`config.mk`:
```
export PLATFORM = sky130hd
export DESIGN_NAME = eyvm_shift
export DESIGN_NICKNAME = d
export VERILOG_FILES = /design/src/rtl/core/eyvm_shift.sv
export SDC_FILE = /design/constraint.sdc
export NUM_CORES = 2
export LEC_CHECK = 0
export BUFFER_PORTS_ARGS = -buffer_cell sky130_fd_sc_hd__buf_2
export CAP_MARGIN = 20
export CORE_ASPECT_RATIO = 1.75
export CORE_MARGIN = 5
export CORE_UTILIZATION = 65
export CTS_CLUSTER_SIZE = 25
export DETAILED_ROUTE_END_ITERATION = 16
export GPL_TIMING_DRIVEN = 0
export PLACE_DENSITY = 0.92
export SLEW_MARGIN = 5
export SYNTH_ARGS = -nofsm -noshare
export SYNTH_HDL_FRONTEND = slang
export SYNTH_SLANG_ARGS = --single-unit
export TNS_END_PERCENT = 1
```
`constraint.sdc`:
```
create_clock -name clk_i -period 20.2 [get_ports clk_i]
set_clock_uncertainty 0.05 [all_clocks]
set_input_delay 3.03 -clock clk_i [delete_from_list [all_inputs] [get_ports clk_i]]
set_output_delay 3.03 -clock clk_i [all_outputs]
set_load 0.02 [all_outputs]
```
`src/rtl/core/eyvm_shift.sv`:
```
// ----------------------------------------------------------------------------
// eyvm_shift
// Translation term: three products, sum, negate, round and saturate.
// ----------------------------------------------------------------------------
`default_nettype none

module eyvm_shift (
  input  wire logic                clk_i,
  input  wire logic signed [15:0]  b_i [3],
  input  wire logic signed [31:0]  p_i [3],
  output logic signed [31:0]       t_o
);

  logic signed [47:0] m_q [3];
  logic signed [50:0] s_q;

  always_ff @(posedge clk_i) begin
    for (int k = 0; k < 3; k++) begin
      m_q[k] <= b_i[k] * p_i[k];
    end
    s_q <= 51'(m_q[0]) + 51'(m_q[1]) + 51'(m_q[2]);
  end

  always_comb begin
    logic signed [50:0] r;
    r = (-s_q + 51'sd8192) >>> 14;
    if (r > 51'sd2147483647) begin
      t_o = 32'sh7fffffff;
    end else if (r < -51'sd2147483648) begin
      t_o = 32'sh80000000;
    end else begin
      t_o = r[31:0];
    end
  end

endmodule

`default_nettype wire

```
# ---- Word-level counts from Yosys, hierarchy flattened
# Memories as Yosys holds them, arrays and structs flattened.
# Index checks and enable logic that the tools add are counted.
dict set report word_totals {
  regBits 50
  in_bits 145
  mem_bits_rw 144
  wordCells 13
  mem_count 1
}
# name words word_bits rd rd_ports_with_merged_regs wr line
set memory_table {}
lappend memory_table {m_q 3 48 3 0 3 14} ;# logic signed [47:0] m_q [3];
dict set report op_classes {
  magnitude_cmp 2
  mux 2
  addsub 4
  mul 3
}
# operator count
set ops {}
lappend ops {{$mul A16 B32 Y48} 3}
lappend ops {{$mux W32} 2}
lappend ops {{$add A51 B15 Y51 const B} 1}
lappend ops {{$neg A50 Y51} 1}
lappend ops {{$add A49 B48 Y50} 1}
lappend ops {{$add A48 B48 Y49} 1}
lappend ops {{$gt A37 B32 Y1 const B} 1}
lappend ops {{$lt A37 B32 Y1 const B} 1}

# ---- Longest topological paths before layout
dict set report depth {
  word_depth 5
  ltp_mapped 26
}

# ---- Worst setup path before layout
# No wires, ideal clock.
dict set report synth_timing {
  kind {input to register}
  from {input b_i[39] in the netlist's numbering}
  to {memory m_q[0][45]}
  path_slack_ns 11.138
  required_time_ns 20.078
  stages 25
  n_path_buf 1
  arrival_ns 8.940
  setup_time_ns 0.072
  cell_sequence {clkbuf_1 -> nand2_1 -> fa_1 -> inv_1 -> fa_1 -> inv_1 -> fa_1 -> inv_1 -> fa_1 -> fa_1 -> inv_1 -> fa_1 -> inv_1 -> ha_1 -> nand4_1 -> nor2_1 -> nand3_1 -> a21oi_2 -> o2111ai_1 -> a211o_1 -> a21boi_2 -> nor2_1 -> or4b_1 -> a31oi_1 -> xor2_1}
}
# item line
set synth_rtl {}
lappend synth_rtl {{from (decl)} 9} ;# input wire logic signed [15:0] b_i [3],
lappend synth_rtl {{to (decl)} 14}

==> reports/metrics.csv <==
stage;metric;value;unit
synth;Synth area leader;fa_1;
drt;First-pass DRT Iterations;6;
drt;vias per inst;5.98;
floorplan;IO Pins;177;
clocking;post-CTS setup buffers;0;
synth;Avg Cell Area, Syn;9.09;sq um
global_route;antenna violations before repair;33;
clocking;cts-stage hold buffer count;0;
sta;setup TNS;0;ps
clocking;CTS Root Cell;clkbuf_16;
worst_setup_path;most numerous cell on the critical path;fa_1;
synth;Syn. warnings;0;
floorplan;die width;242;um
min_path;HP Class;reg -> reg;
clocking;worst skew pair latency;450;ps
floorplan;initial core utilization;0.656;
sta;min Tclk post-route;10860;ps
floorplan;Placeable Area;93100;sq um
sta;fin. max-slew vios;0;
worst_setup_path;Slowest-stage cell, CP;a2111oi_0;
placement;PortBufs;176;
global_route;pin count of the biggest net entering global routing;20;
worst_setup_path;Crit path max-delay family;adder cells;
sta;Final Hold Viols;0;
floorplan;Die Y;416;um
clocking;clock sink total;194;
synth;Seq/Total Area, Yosys;0.0636;
worst_setup_path;Crit Path Max Fanout;10;
floorplan;std cell rows;148;
worst_setup_path;CP Class;in -> reg;
synth;Synth Register Bits;194;
sta;Max Freq;92.1;MHz
synth;Yosys top cell area share;0.494;
synth;most frequent cell after synthesis;inv_1;
drt;Post-Route WL;192;mm
global_route;Global Route Usage Sum;0.390;
final_layout;final net count;8960;
synth;Mapped Area;61100;sq um
clocking;CTS Buffer Depth;2;
sta;worst hold slack;561;ps
floorplan;die area;100000;sq um
sta;slew of the pin with the lowest slew margin;1120;ps
synth;Synth area leaders;fa_1 49%, inv_1 10%, ha_1 8.0%;
drt;vias post-DR;48700;
synth;Primary FF master, synth;dfxtp_1;
sta;endpoints failing setup;0;
synth;asr flop ratio synth;0;
drt;Residual DRC;0;
placement;Routability Congestion;1.10;
worst_setup_path;Worst setup EP type;flop;
clocking;CTS tree;yes;
worst_setup_path;crit path DAT;11080;ps
job;max-cap violations;0;
global_route;vias in the first global route;54600;
synth;Mapped Nets;8764;
worst_setup_path;Critical Path Source Type;input port;
sta;ratio of final minimum period to clock period;0.537;
clocking;# H-tree levels;4;
final_layout;Fillers;6769;
final_layout;Synth-to-Final Area Change;4.97;%
synth;number of flops mapped to enable cells by yosys;0;
global_route;global route overflow;0;
worst_setup_path;crit path cell chain;buf_2, inv_2, buf_1, nor2_1, fa_1, fa_1, fa_1, fa_1, fa_1, inv_1, fa_1, inv_1, ha_1, clkbuf_1, o2111ai_1, a2111oi_0, and3_1, a21oi_1, a31oi_1, o21ai_0, a21boi_0, o21a_1, nor2_1, xnor2_1;
worst_setup_path;Critical path buffers and inverters;6;
outcome;status;finished clean;
global_route;first-pass GRT wire length;298;mm
synth;Cells after Synth;6722;
clocking;clock-pin slew on the worst setup and hold paths;80;ps
worst_setup_path;slowest stage delay, CP;800;ps
sta;unrepaired setup endpoints after global routing;false;
synth;most instantiated cells after synthesis;1670 x inv_1, 1507 x fa_1, 935 x nand2_1, 617 x and2_1, 390 x ha_1;
synth;post-synthesis cell type count;85;
worst_setup_path;Req. time, crit path;20430;ps
drt;post-route ant nets;0;
sta;slew margin rel.;0.253;
drt;routed len/inst;23.5;um
clocking;total of cells resized after clock tree synthesis;0;
final_layout;layout cells sized above 1;0.0378;
clocking;total CTS buffers;17;
drt;Initial DRC Count;4044;
placement;HPWL Detailed;160;mm
-- per-layer routing --
| layer | GRT usage | share of wire | vias up |
|---|---|---|---|
| met1 | 0.379 | 0.28 | 24100 |
| met5 | 0.000482 | 0.00044 | - |
| met4 | 0.397 | 0.14 | 14 |
| met3 | 0.114 | 0.10 | 1440 |
| li1 | - | - | 20100 |
| met2 | 0.642 | 0.48 | 3134 |
-- worst min-delay path: stages (launching register included) --
cell and delay (ps):
dfxtp_1 300, inv_1 70, fa_1 170, inv_1 40
-- flip-flops by register name, summed over array words and instances (netlist names) --
| register | flops |
|---|---|
| m_q | 144 |
| s_q | 50 |
-- cells in the final DEF, fill, tap and decap left out, types with 7 or more instances in the layout --
master and n:
a211oi_1 21, a21o_1 83, o31a_1 8, o21bai_1 29, nand2_1 935, and4_1 8
nand3_1 30, a31oi_1 9, ha_1 390, dfxtp_1 194, o211ai_1 10, and2_1 617
nand2b_1 39, o21a_1 26, and3_1 17, o31ai_1 10, nor3_1 29, fa_1 1507
clkbuf_16 17, nand4_1 18, a211o_1 7, a21oi_1 161, clkbuf_1 253, buf_2 181
diode_2 24, inv_1 1670, nor2b_1 28, xnor2_1 131, nor2_1 160, a21boi_0 9
xor2_1 81, o21ai_0 119, o21ai_1 7
-- area by class of cell --
type / instances / area, sq um / area share
Clock inverter: 14 / 163 / 0.00254
Buffer: 264 / 1000 / 0.0157
Clock buffer: 18 / 429 / 0.00669
Multi-Input combinational cell: 4592 / 49900 / 0.779
Sequential cell: 194 / 3880 / 0.0606
Tap cell: 1200 / 1500 / 0.0234
Timing Repair Buffer: 177 / 886 / 0.0138
Inverter: 1672 / 6280 / 0.0979
Antenna cell: 24 / 60.1 / 0.000936
-- kinds of logic (layout without fill, tap and decap cells) --
kind of cell,after synthesis,count (layout),synth area share
buf+inv,1936,2145,0.119
compound gates,557,557,0.0596
other cells,0,24,0
mux,2,2,0.000328
fa+ha+maj,1897,1897,0.574
flops,194,194,0.0636
simple gates,1924,1924,0.153
xor+xnor,212,212,0.0304
-- stage by stage --
stage	std cells	cell area (sq um)	setup slack, ps	util
2_1_floorplan	6722	61100	11140	-
3_3_place_gp	8098	63500	9380	0.682
3_5_place_dp	8098	63500	9400	0.682
4_1_cts	8130	64100	9790	0.688
5_1_grt	8135	64100	9310	0.688
6_report	8155	64100	9340	0.689
-- path summary, 6_finish.rpt --
check	from	to	slack [ps]	cells after the start
worst max-delay path	b_i[31]	m_q[0][89]$_DFF_P_	9340	24
worst min-delay path	m_q[0][0]$_DFF_P_	s_q[0]$_DFF_P_	560	3
worst max register to register	m_q[0][97]$_DFF_P_	s_q[49]$_DFF_P_	15780	15
worst min register to register	m_q[0][0]$_DFF_P_	s_q[0]$_DFF_P_	560	3
Power is left out: the tool's default activity adds up to more than one toggle a clock period on the data nets, which glitch-free logic cannot reach.
