$ cat src/rtl/core/eyvm_pkg.sv
// ----------------------------------------------------------------------------
// eyvm_pkg
// Shared constants, types and functions for the Y-X-Z Euler view matrix unit.
// ----------------------------------------------------------------------------
`default_nettype none

package eyvm_pkg;

  localparam int unsigned SincosSteps   = 14;
  localparam int unsigned AngleFracBits = 13;
  localparam int unsigned PosFracBits   = 16;

  localparam int unsigned CordW = 36;

  localparam logic signed [CordW-1:0] Q30Pi     = 36'sd3373259426;
  localparam logic signed [CordW-1:0] Q30HalfPi = 36'sd1686629713;
  localparam logic signed [CordW-1:0] Q30TwoPi  = 36'sd6746518852;
  localparam logic signed [CordW-1:0] Q30Gain   = 36'sd652032874;

  localparam logic signed [15:0] Unit14 = 16'sd16384;

  typedef logic signed [CordW-1:0] cord_t;

  typedef struct packed {
    cord_t x;
    cord_t y;
    cord_t z;
    logic  neg;
  } cstate_t;

  typedef struct packed {
    logic signed [15:0] s;
    logic signed [15:0] c;
  } sc_t;

  function automatic cord_t arctan_q30(input int unsigned i);
    cord_t r;
    case (i)
      0: r = 36'sd843314857;
      1: r = 36'sd497837830;
      2: r = 36'sd263043837;
      3: r = 36'sd133525159;
      4: r = 36'sd67021687;
      5: r = 36'sd33543516;
      6: r = 36'sd16775851;
      7: r = 36'sd8388437;
      8: r = 36'sd4194283;
      9: r = 36'sd2097149;
      10: r = 36'sd1048576;
      11: r = 36'sd524288;
      12: r = 36'sd262144;
      13: r = 36'sd131072;
      14: r = 36'sd65536;
      15: r = 36'sd32768;
      16: r = 36'sd16384;
      17: r = 36'sd8192;
      18: r = 36'sd4096;
      19: r = 36'sd2048;
      20: r = 36'sd1024;
      21: r = 36'sd512;
      22: r = 36'sd256;
      23: r = 36'sd128;
      default: r = '0;
    endcase
    return r;
  endfunction

  function automatic logic signed [15:0] clamp_unit(input logic signed [63:0] v);
    logic signed [15:0] r;
    if (v > 64'sd16384) begin
      r = Unit14;
    end else if (v < -64'sd16384) begin
      r = -Unit14;
    end else begin
      r = v[15:0];
    end
    return r;
  endfunction

endpackage

`default_nettype wire

$ cat src/rtl/core/eyvm_sincos.sv
// ----------------------------------------------------------------------------
// eyvm_sincos
// Pipelined CORDIC sine/cosine, one register stage per iteration.
// ----------------------------------------------------------------------------
`default_nettype none

module eyvm_sincos (
  input  wire logic                clk_i,
  input  wire logic signed [15:0]  ang_i,
  output eyvm_pkg::sc_t            sc_o
);

  localparam int unsigned N = eyvm_pkg::SincosSteps;

  eyvm_pkg::cstate_t st_q [N+1];
  eyvm_pkg::cstate_t st0_d;

  always_comb begin
    eyvm_pkg::cord_t z;
    z = eyvm_pkg::cord_t'(ang_i) <<< (30 - eyvm_pkg::AngleFracBits);
    if (z > eyvm_pkg::Q30Pi) begin
      z = z - eyvm_pkg::Q30TwoPi;
    end else if (z < -eyvm_pkg::Q30Pi) begin
      z = z + eyvm_pkg::Q30TwoPi;
    end
    st0_d.neg = 1'b0;
    if (z > eyvm_pkg::Q30HalfPi) begin
      z = z - eyvm_pkg::Q30Pi;
      st0_d.neg = 1'b1;
    end else if (z < -eyvm_pkg::Q30HalfPi) begin
      z = z + eyvm_pkg::Q30Pi;
      st0_d.neg = 1'b1;
    end
    st0_d.x = eyvm_pkg::Q30Gain;
    st0_d.y = '0;
    st0_d.z = z;
  end

  always_ff @(posedge clk_i) begin
    st_q[0] <= st0_d;
  end

  for (genvar i = 0; i < N; i++) begin : g_it
    always_ff @(posedge clk_i) begin
      if (!st_q[i].z[eyvm_pkg::CordW-1]) begin
        st_q[i+1].x <= st_q[i].x - (st_q[i].y >>> i);
        st_q[i+1].y <= st_q[i].y + (st_q[i].x >>> i);
        st_q[i+1].z <= st_q[i].z - eyvm_pkg::arctan_q30(i);
      end else begin
        st_q[i+1].x <= st_q[i].x + (st_q[i].y >>> i);
        st_q[i+1].y <= st_q[i].y - (st_q[i].x >>> i);
        st_q[i+1].z <= st_q[i].z + eyvm_pkg::arctan_q30(i);
      end
      st_q[i+1].neg <= st_q[i].neg;
    end
  end

  always_comb begin
    logic signed [eyvm_pkg::CordW-1:0] xr, yr;
    xr = (st_q[N].x + 36'sd32768) >>> 16;
    yr = (st_q[N].y + 36'sd32768) >>> 16;
    if (st_q[N].neg) begin
      xr = -xr;
      yr = -yr;
    end
    sc_o.s = eyvm_pkg::clamp_unit(64'(yr));
    sc_o.c = eyvm_pkg::clamp_unit(64'(xr));
  end

endmodule

`default_nettype wire

$ cat config.mk
export PLATFORM = sky130hd
export DESIGN_NAME = eyvm_sincos
export DESIGN_NICKNAME = d
export VERILOG_FILES = /design/src/rtl/core/eyvm_pkg.sv /design/src/rtl/core/eyvm_sincos.sv
export SDC_FILE = /design/constraint.sdc
export NUM_CORES = 2
export LEC_CHECK = 0
export BUFFER_PORTS_ARGS = -buffer_cell sky130_fd_sc_hd__buf_2
export CAP_MARGIN = 10
export CELL_PAD_IN_SITES_DETAIL_PLACEMENT = 0
export CELL_PAD_IN_SITES_GLOBAL_PLACEMENT = 1
export CORE_AREA = 2 2 512 362
export CTS_BUF_LIST = sky130_fd_sc_hd__clkbuf_4 sky130_fd_sc_hd__clkbuf_8
export CTS_CLUSTER_SIZE = 10
export DETAILED_ROUTE_END_ITERATION = 8
export DIE_AREA = 0 0 514 364
export PLACE_DENSITY = 0.95
export SETUP_SLACK_MARGIN = 0.1
export SYNTH_ARGS = -nofsm -noshare
export SYNTH_HDL_FRONTEND = slang
export SYNTH_SLANG_ARGS = --single-unit
$ cat constraint.sdc
create_clock -name clk_i -period 14 [get_ports clk_i]
set_input_delay 1.4 -clock clk_i [delete_from_list [all_inputs] [get_ports clk_i]]
set_output_delay 1.4 -clock clk_i [all_outputs]
set_load 0.05 [all_outputs]
Word-level counts from Yosys, hierarchy flattened
Memory sizes are Yosys's and may differ from the RTL's.
Cells that the tools add are included.
Widths: inputs -> output; s select.
{"block": "op_classes", "add_sub_neg": 91, "n_mul": 0, "div": 0, "magnitude_cmp": 8, "eq_ne": 0, "shifts": 0, "mux": 82, "bitwise": 42, "reduce_logical": 0}
{"op": "$mux 36", "n": 48}
{"op": "$add 36x17->36 const B", "n": 2}
{"op": "$add 36x22->36 const B", "n": 2}
{"op": "$add 36x23->36", "n": 2}
{"op": "$add 36x24->36", "n": 2}
{"op": "$add 36x25->36", "n": 2}
{"op": "$add 36x26->36", "n": 2}
{"op": "$add 36x27->36", "n": 2}
{"op": "$add 36x28->36", "n": 2}
{"op": "$add 36x29->36", "n": 2}
{"op": "$add 36x30->36", "n": 2}
{"op": "$add 36x31->36", "n": 2}
{"op": "$add 36x32->36", "n": 2}
{"op": "$add 36x33->36", "n": 2}
{"op": "$add 36x34->36", "n": 2}
{"op": "$add 36x35->36", "n": 2}
{"op": "$gt 36x16->1 const B", "n": 2}
{"op": "$lt 36x15->1 const B", "n": 2}
{"op": "$neg 20->36", "n": 2}
{"op": "$sub 36x22->36 const B", "n": 2}
{"op": "$sub 36x23->36", "n": 2}
{"op": "$sub 36x24->36", "n": 2}
{"op": "$sub 36x25->36", "n": 2}
{"op": "$sub 36x26->36", "n": 2}
{"op": "other kinds (46)", "n": 129}
{"block": "word_totals", "regBits": 0, "latchBits": 0, "ramBits": 1635, "rom_bits": 0, "output_inout_bits": 32, "mem_count": 1}
{"memory": "st_q", "depth": 15, "width": 109, "rd": 15, "rd_ports_with_merged_regs": 0, "wr": 15, "line": "eyvm_sincos.sv:15", "rtl": "eyvm_pkg::cstate_t st_q [N+1];"}

Logic depth before layout (Yosys ltp)
An unclocked memory read counts as a cell.
{"block": "logic_depth", "depth_word": 7, "mapped_depth": 23, "ltp_nobuf": 23}

Least setup slack after synthesis
Ideal clock, no wire load.
{"block": "synth_timing", "path_kind": "flip-flop to output port", "startpoint": "memory st_q[7][52] in the netlist's numbering", "endpoint": "output port sc_o[17] in the netlist's numbering", "arrival_ns": 4.221, "required_time_ns": 12.600, "path_slack_ns": 8.379, "path_stages_with_launch": 14, "cell_sequence": "dfxtp_1 ha_1 and4_1 clkbuf_1 and4_1 or4_1 a211oi_1 nand4_1 nor2_1 mux2_2 or3_1 a21oi_1 a32oi_1 nor3_1"}
{"element": "start, declared", "line": "eyvm_sincos.sv:15"}
{"element": "end, declared", "line": "eyvm_sincos.sv:10", "rtl": "output eyvm_pkg::sc_t sc_o"}

==> impl_metrics.csv <==
group,metric,value,unit
outcome,status,"completed",
critical_path,critPathLaunchType,"register",
sta,setup_tns,0,ns
synth,synth.most_common_cell,"dfxtp_1",
cts,cts_buffer_depth,3,
grt,gr-usage-met3,5.13,%
synth,synthCells,12000,
cts,clk_pin_slew,0.07,ns
synth,synth_area,99600,sq um
place,dpl.hpwl,230000,um
sta,period_needed,6.83,ns
floorplan,core,183000,sq um
synth,ys_warn_count,0,
routing,firstDrtPassIters,6,
routing,viasPerCell,6.02,
run,maxCapViolCount,0,
cts,postCtsHoldBufs,0,
floorplan,die_area,187000,sq um
floorplan,initial_utilization,54.4,%
critical_path,end_kind,"register",
synth,yosys-top-cells-area,"dfxtp_1 26%, ha_1 16%, xnor2_1 10%",
cts,htreeDepth,4,
layout,area_growth,7.94,%
grt,grt_first_pass_wirelength,451000,um
floorplan,rows,132,
cts,cts_setup_buffers,0,
sta,fmax,146,MHz
sta,tightest_slew,1.27,ns
layout,fin_nets,13400,
grt,antenna_found_initial,12,
critical_path,crit_arrival,7.69,ns
synth,synth_top_cell_area_share,26.0,%
synth,synth_edf_count,0,
layout,regMostFlops,"st_q",
layout,largest_reg_flops,1294,
synth,synth_seq_cells,1294,
sta,maxSlewViolCount,0,
sta,hold_viol_final,0,
grt,top_usage_layer,"met1",
grt,grtUsageTotal,29.7,%
grt,grt_pass1_vias,81900,
sta,setup_viol,0,
floorplan,die_h,364,um
cts,cts.sinks,1294,
sta,rsz0062_at_grt,"false",
grt,grt_max_degree,72,
layout,final_util,58.7,%
routing,vias,88300,
place,gp_congestion,0.964,
sta,final.period_utilization,48.8,%
cts,cts_buffers,206,
grt,grt_overflow,0,
synth,syn_avg_cell_area,8.32,sq um
grt,grt.met1_usage,46.1,%
cts,worstSkewPairLatency,1.00,ns
synth,syn-num-nets,13300,
floorplan,die_w,514,um
routing,drt-total-wl,286000,um
cts,cts_tree,"yes",
routing,drt_iter0_drc,8368,
critical_path,crit_type,"reg -> reg",
sta,skew,0.0609,ns
place,portBuffers,48,
routing,drc,0,
layout,largestRegisters,"st_q x1294",
synth,yosysTopAreaCell,"dfxtp_1",
worst_hold_path,hold_class,"reg -> reg",
layout,drive_gt1_share,5.35,%
routing,wl_per_cell,19.5,um
critical_path,required,14.86,ns
sta,slew_headroom,14.5,%
synth,ys_seq_area_share,26.0,%
grt,met2_usage,42.1,%
synth,ys_async_sr_fraction,0,%
synth,synthTopCellsByCount,"1294 x dfxtp_1, 1274 x a21oi_1, 1254 x ha_1",
critical_path,path_max_fanout,6,
cts,ctsResizeCount,0,
cts,cts_root_buf,"clkbuf_8",
synth,synth-main-ff-cell,"dfxtp_1",
floorplan,pin_count,49,
routing,ant_nets,0,
synth,yosysUniqueCellTypes,99,
[layout make-up]
type                    instances  area [sq um]
fillers                     16400         75500
multi-input cells            9947         70900
flip-flops and latches       1294         25900
clock buffers                 290          3790
well taps                    2412          3020
inverters                     544          2040
clock inverters                88          1270
repair buffers                 88           538
diodes                          8          20.0
[cells in the final DEF (no fill, tap or decap), types with 46 or more instances in the layout]
cell      count
clkbuf_8    258
nor2b_1     117
a211oi_1    103
nor2_1     1147
buf_2        48
nand3_1     212
nor4_1       88
a21oi_1    1274
inv_1       538
nand4_1      76
or2_2        57
xnor2_1    1141
or3_1        82
dfxtp_1    1282
nand2_1     590
o41ai_1      46
o31ai_1      62
o21a_1      166
o21bai_1    174
a31oi_1     139
mux2i_1      53
and3_1      141
nand2b_1    177
nor3_1      379
a21o_1      549
ha_1       1254
xor2_1      590
a21boi_0     52
and2_1       75
o21ai_0     531
[worst max-delay path, cell delays in order, from the launching register on]
cell,delay [ns]
dfxtp_1,0.34
nor3_1,0.33
nand2b_1,0.18
nor4_1,0.42
nor2b_1,0.30
nand2_1,0.13
nor4_1,0.98
a21oi_1,0.18
xnor2_1,0.19
ha_1,0.35
a21o_1,0.21
a21o_1,0.18
a2111oi_0,0.77
o22ai_1,0.19
a211oi_1,0.44
o31ai_1,0.24
and4_1,0.24
or4_1,0.50
a21oi_1,0.24
o21ai_0,0.13
xnor2_1,0.15
[cell families (layout without fill, tap and decap cells)]
kind of cell	count (synthesis)	count (layout)	synth area share [%]
xor+xnor	1732	1732	15.2
compound gates	3529	3529	22.5
other cells	1	9	0.00377
fa+ha+maj	1287	1287	16.4
simple gates	3299	3299	15.9
mux	99	99	1.06
flops	1294	1294	26.0
buf+inv	732	1010	2.80
[final timing paths]
kind | from | depth (start not counted) | endpoint | slack [ns]
max | st_q[2][155] | 20 | st_q[3][108] | 7.17
min | st_q[1][0] | 0 | st_q[1][109] | 0.33
max reg2reg | st_q[2][155] | 20 | st_q[3][108] | 7.17
min reg2reg | st_q[1][0] | 0 | st_q[1][109] | 0.33
[stage by stage]
stage                     hold WS [ns]  setup WS [ns]  std cells  area [sq um]
after global routing             0.334           6.81      14700        108000
after detailed placement         0.315           7.50      14300        102000
final                            0.326           7.17      14700        108000
after global placement           0.311           7.45      14300        102000
after floorplan                  0.310           8.38      12000         99600
after CTS                        0.328           7.22      14700        107000
[metal layers]
metal / wire length, um / part of all wire, %
met1: 146000 / 51
met5: 10 / 0.0035
met4: 4680 / 1.6
met3: 23700 / 8.3
met2: 111000 / 39
Power is left out: the tool's default activity adds up to more than one toggle a clock period on the data nets, which glitch-free logic cannot reach.
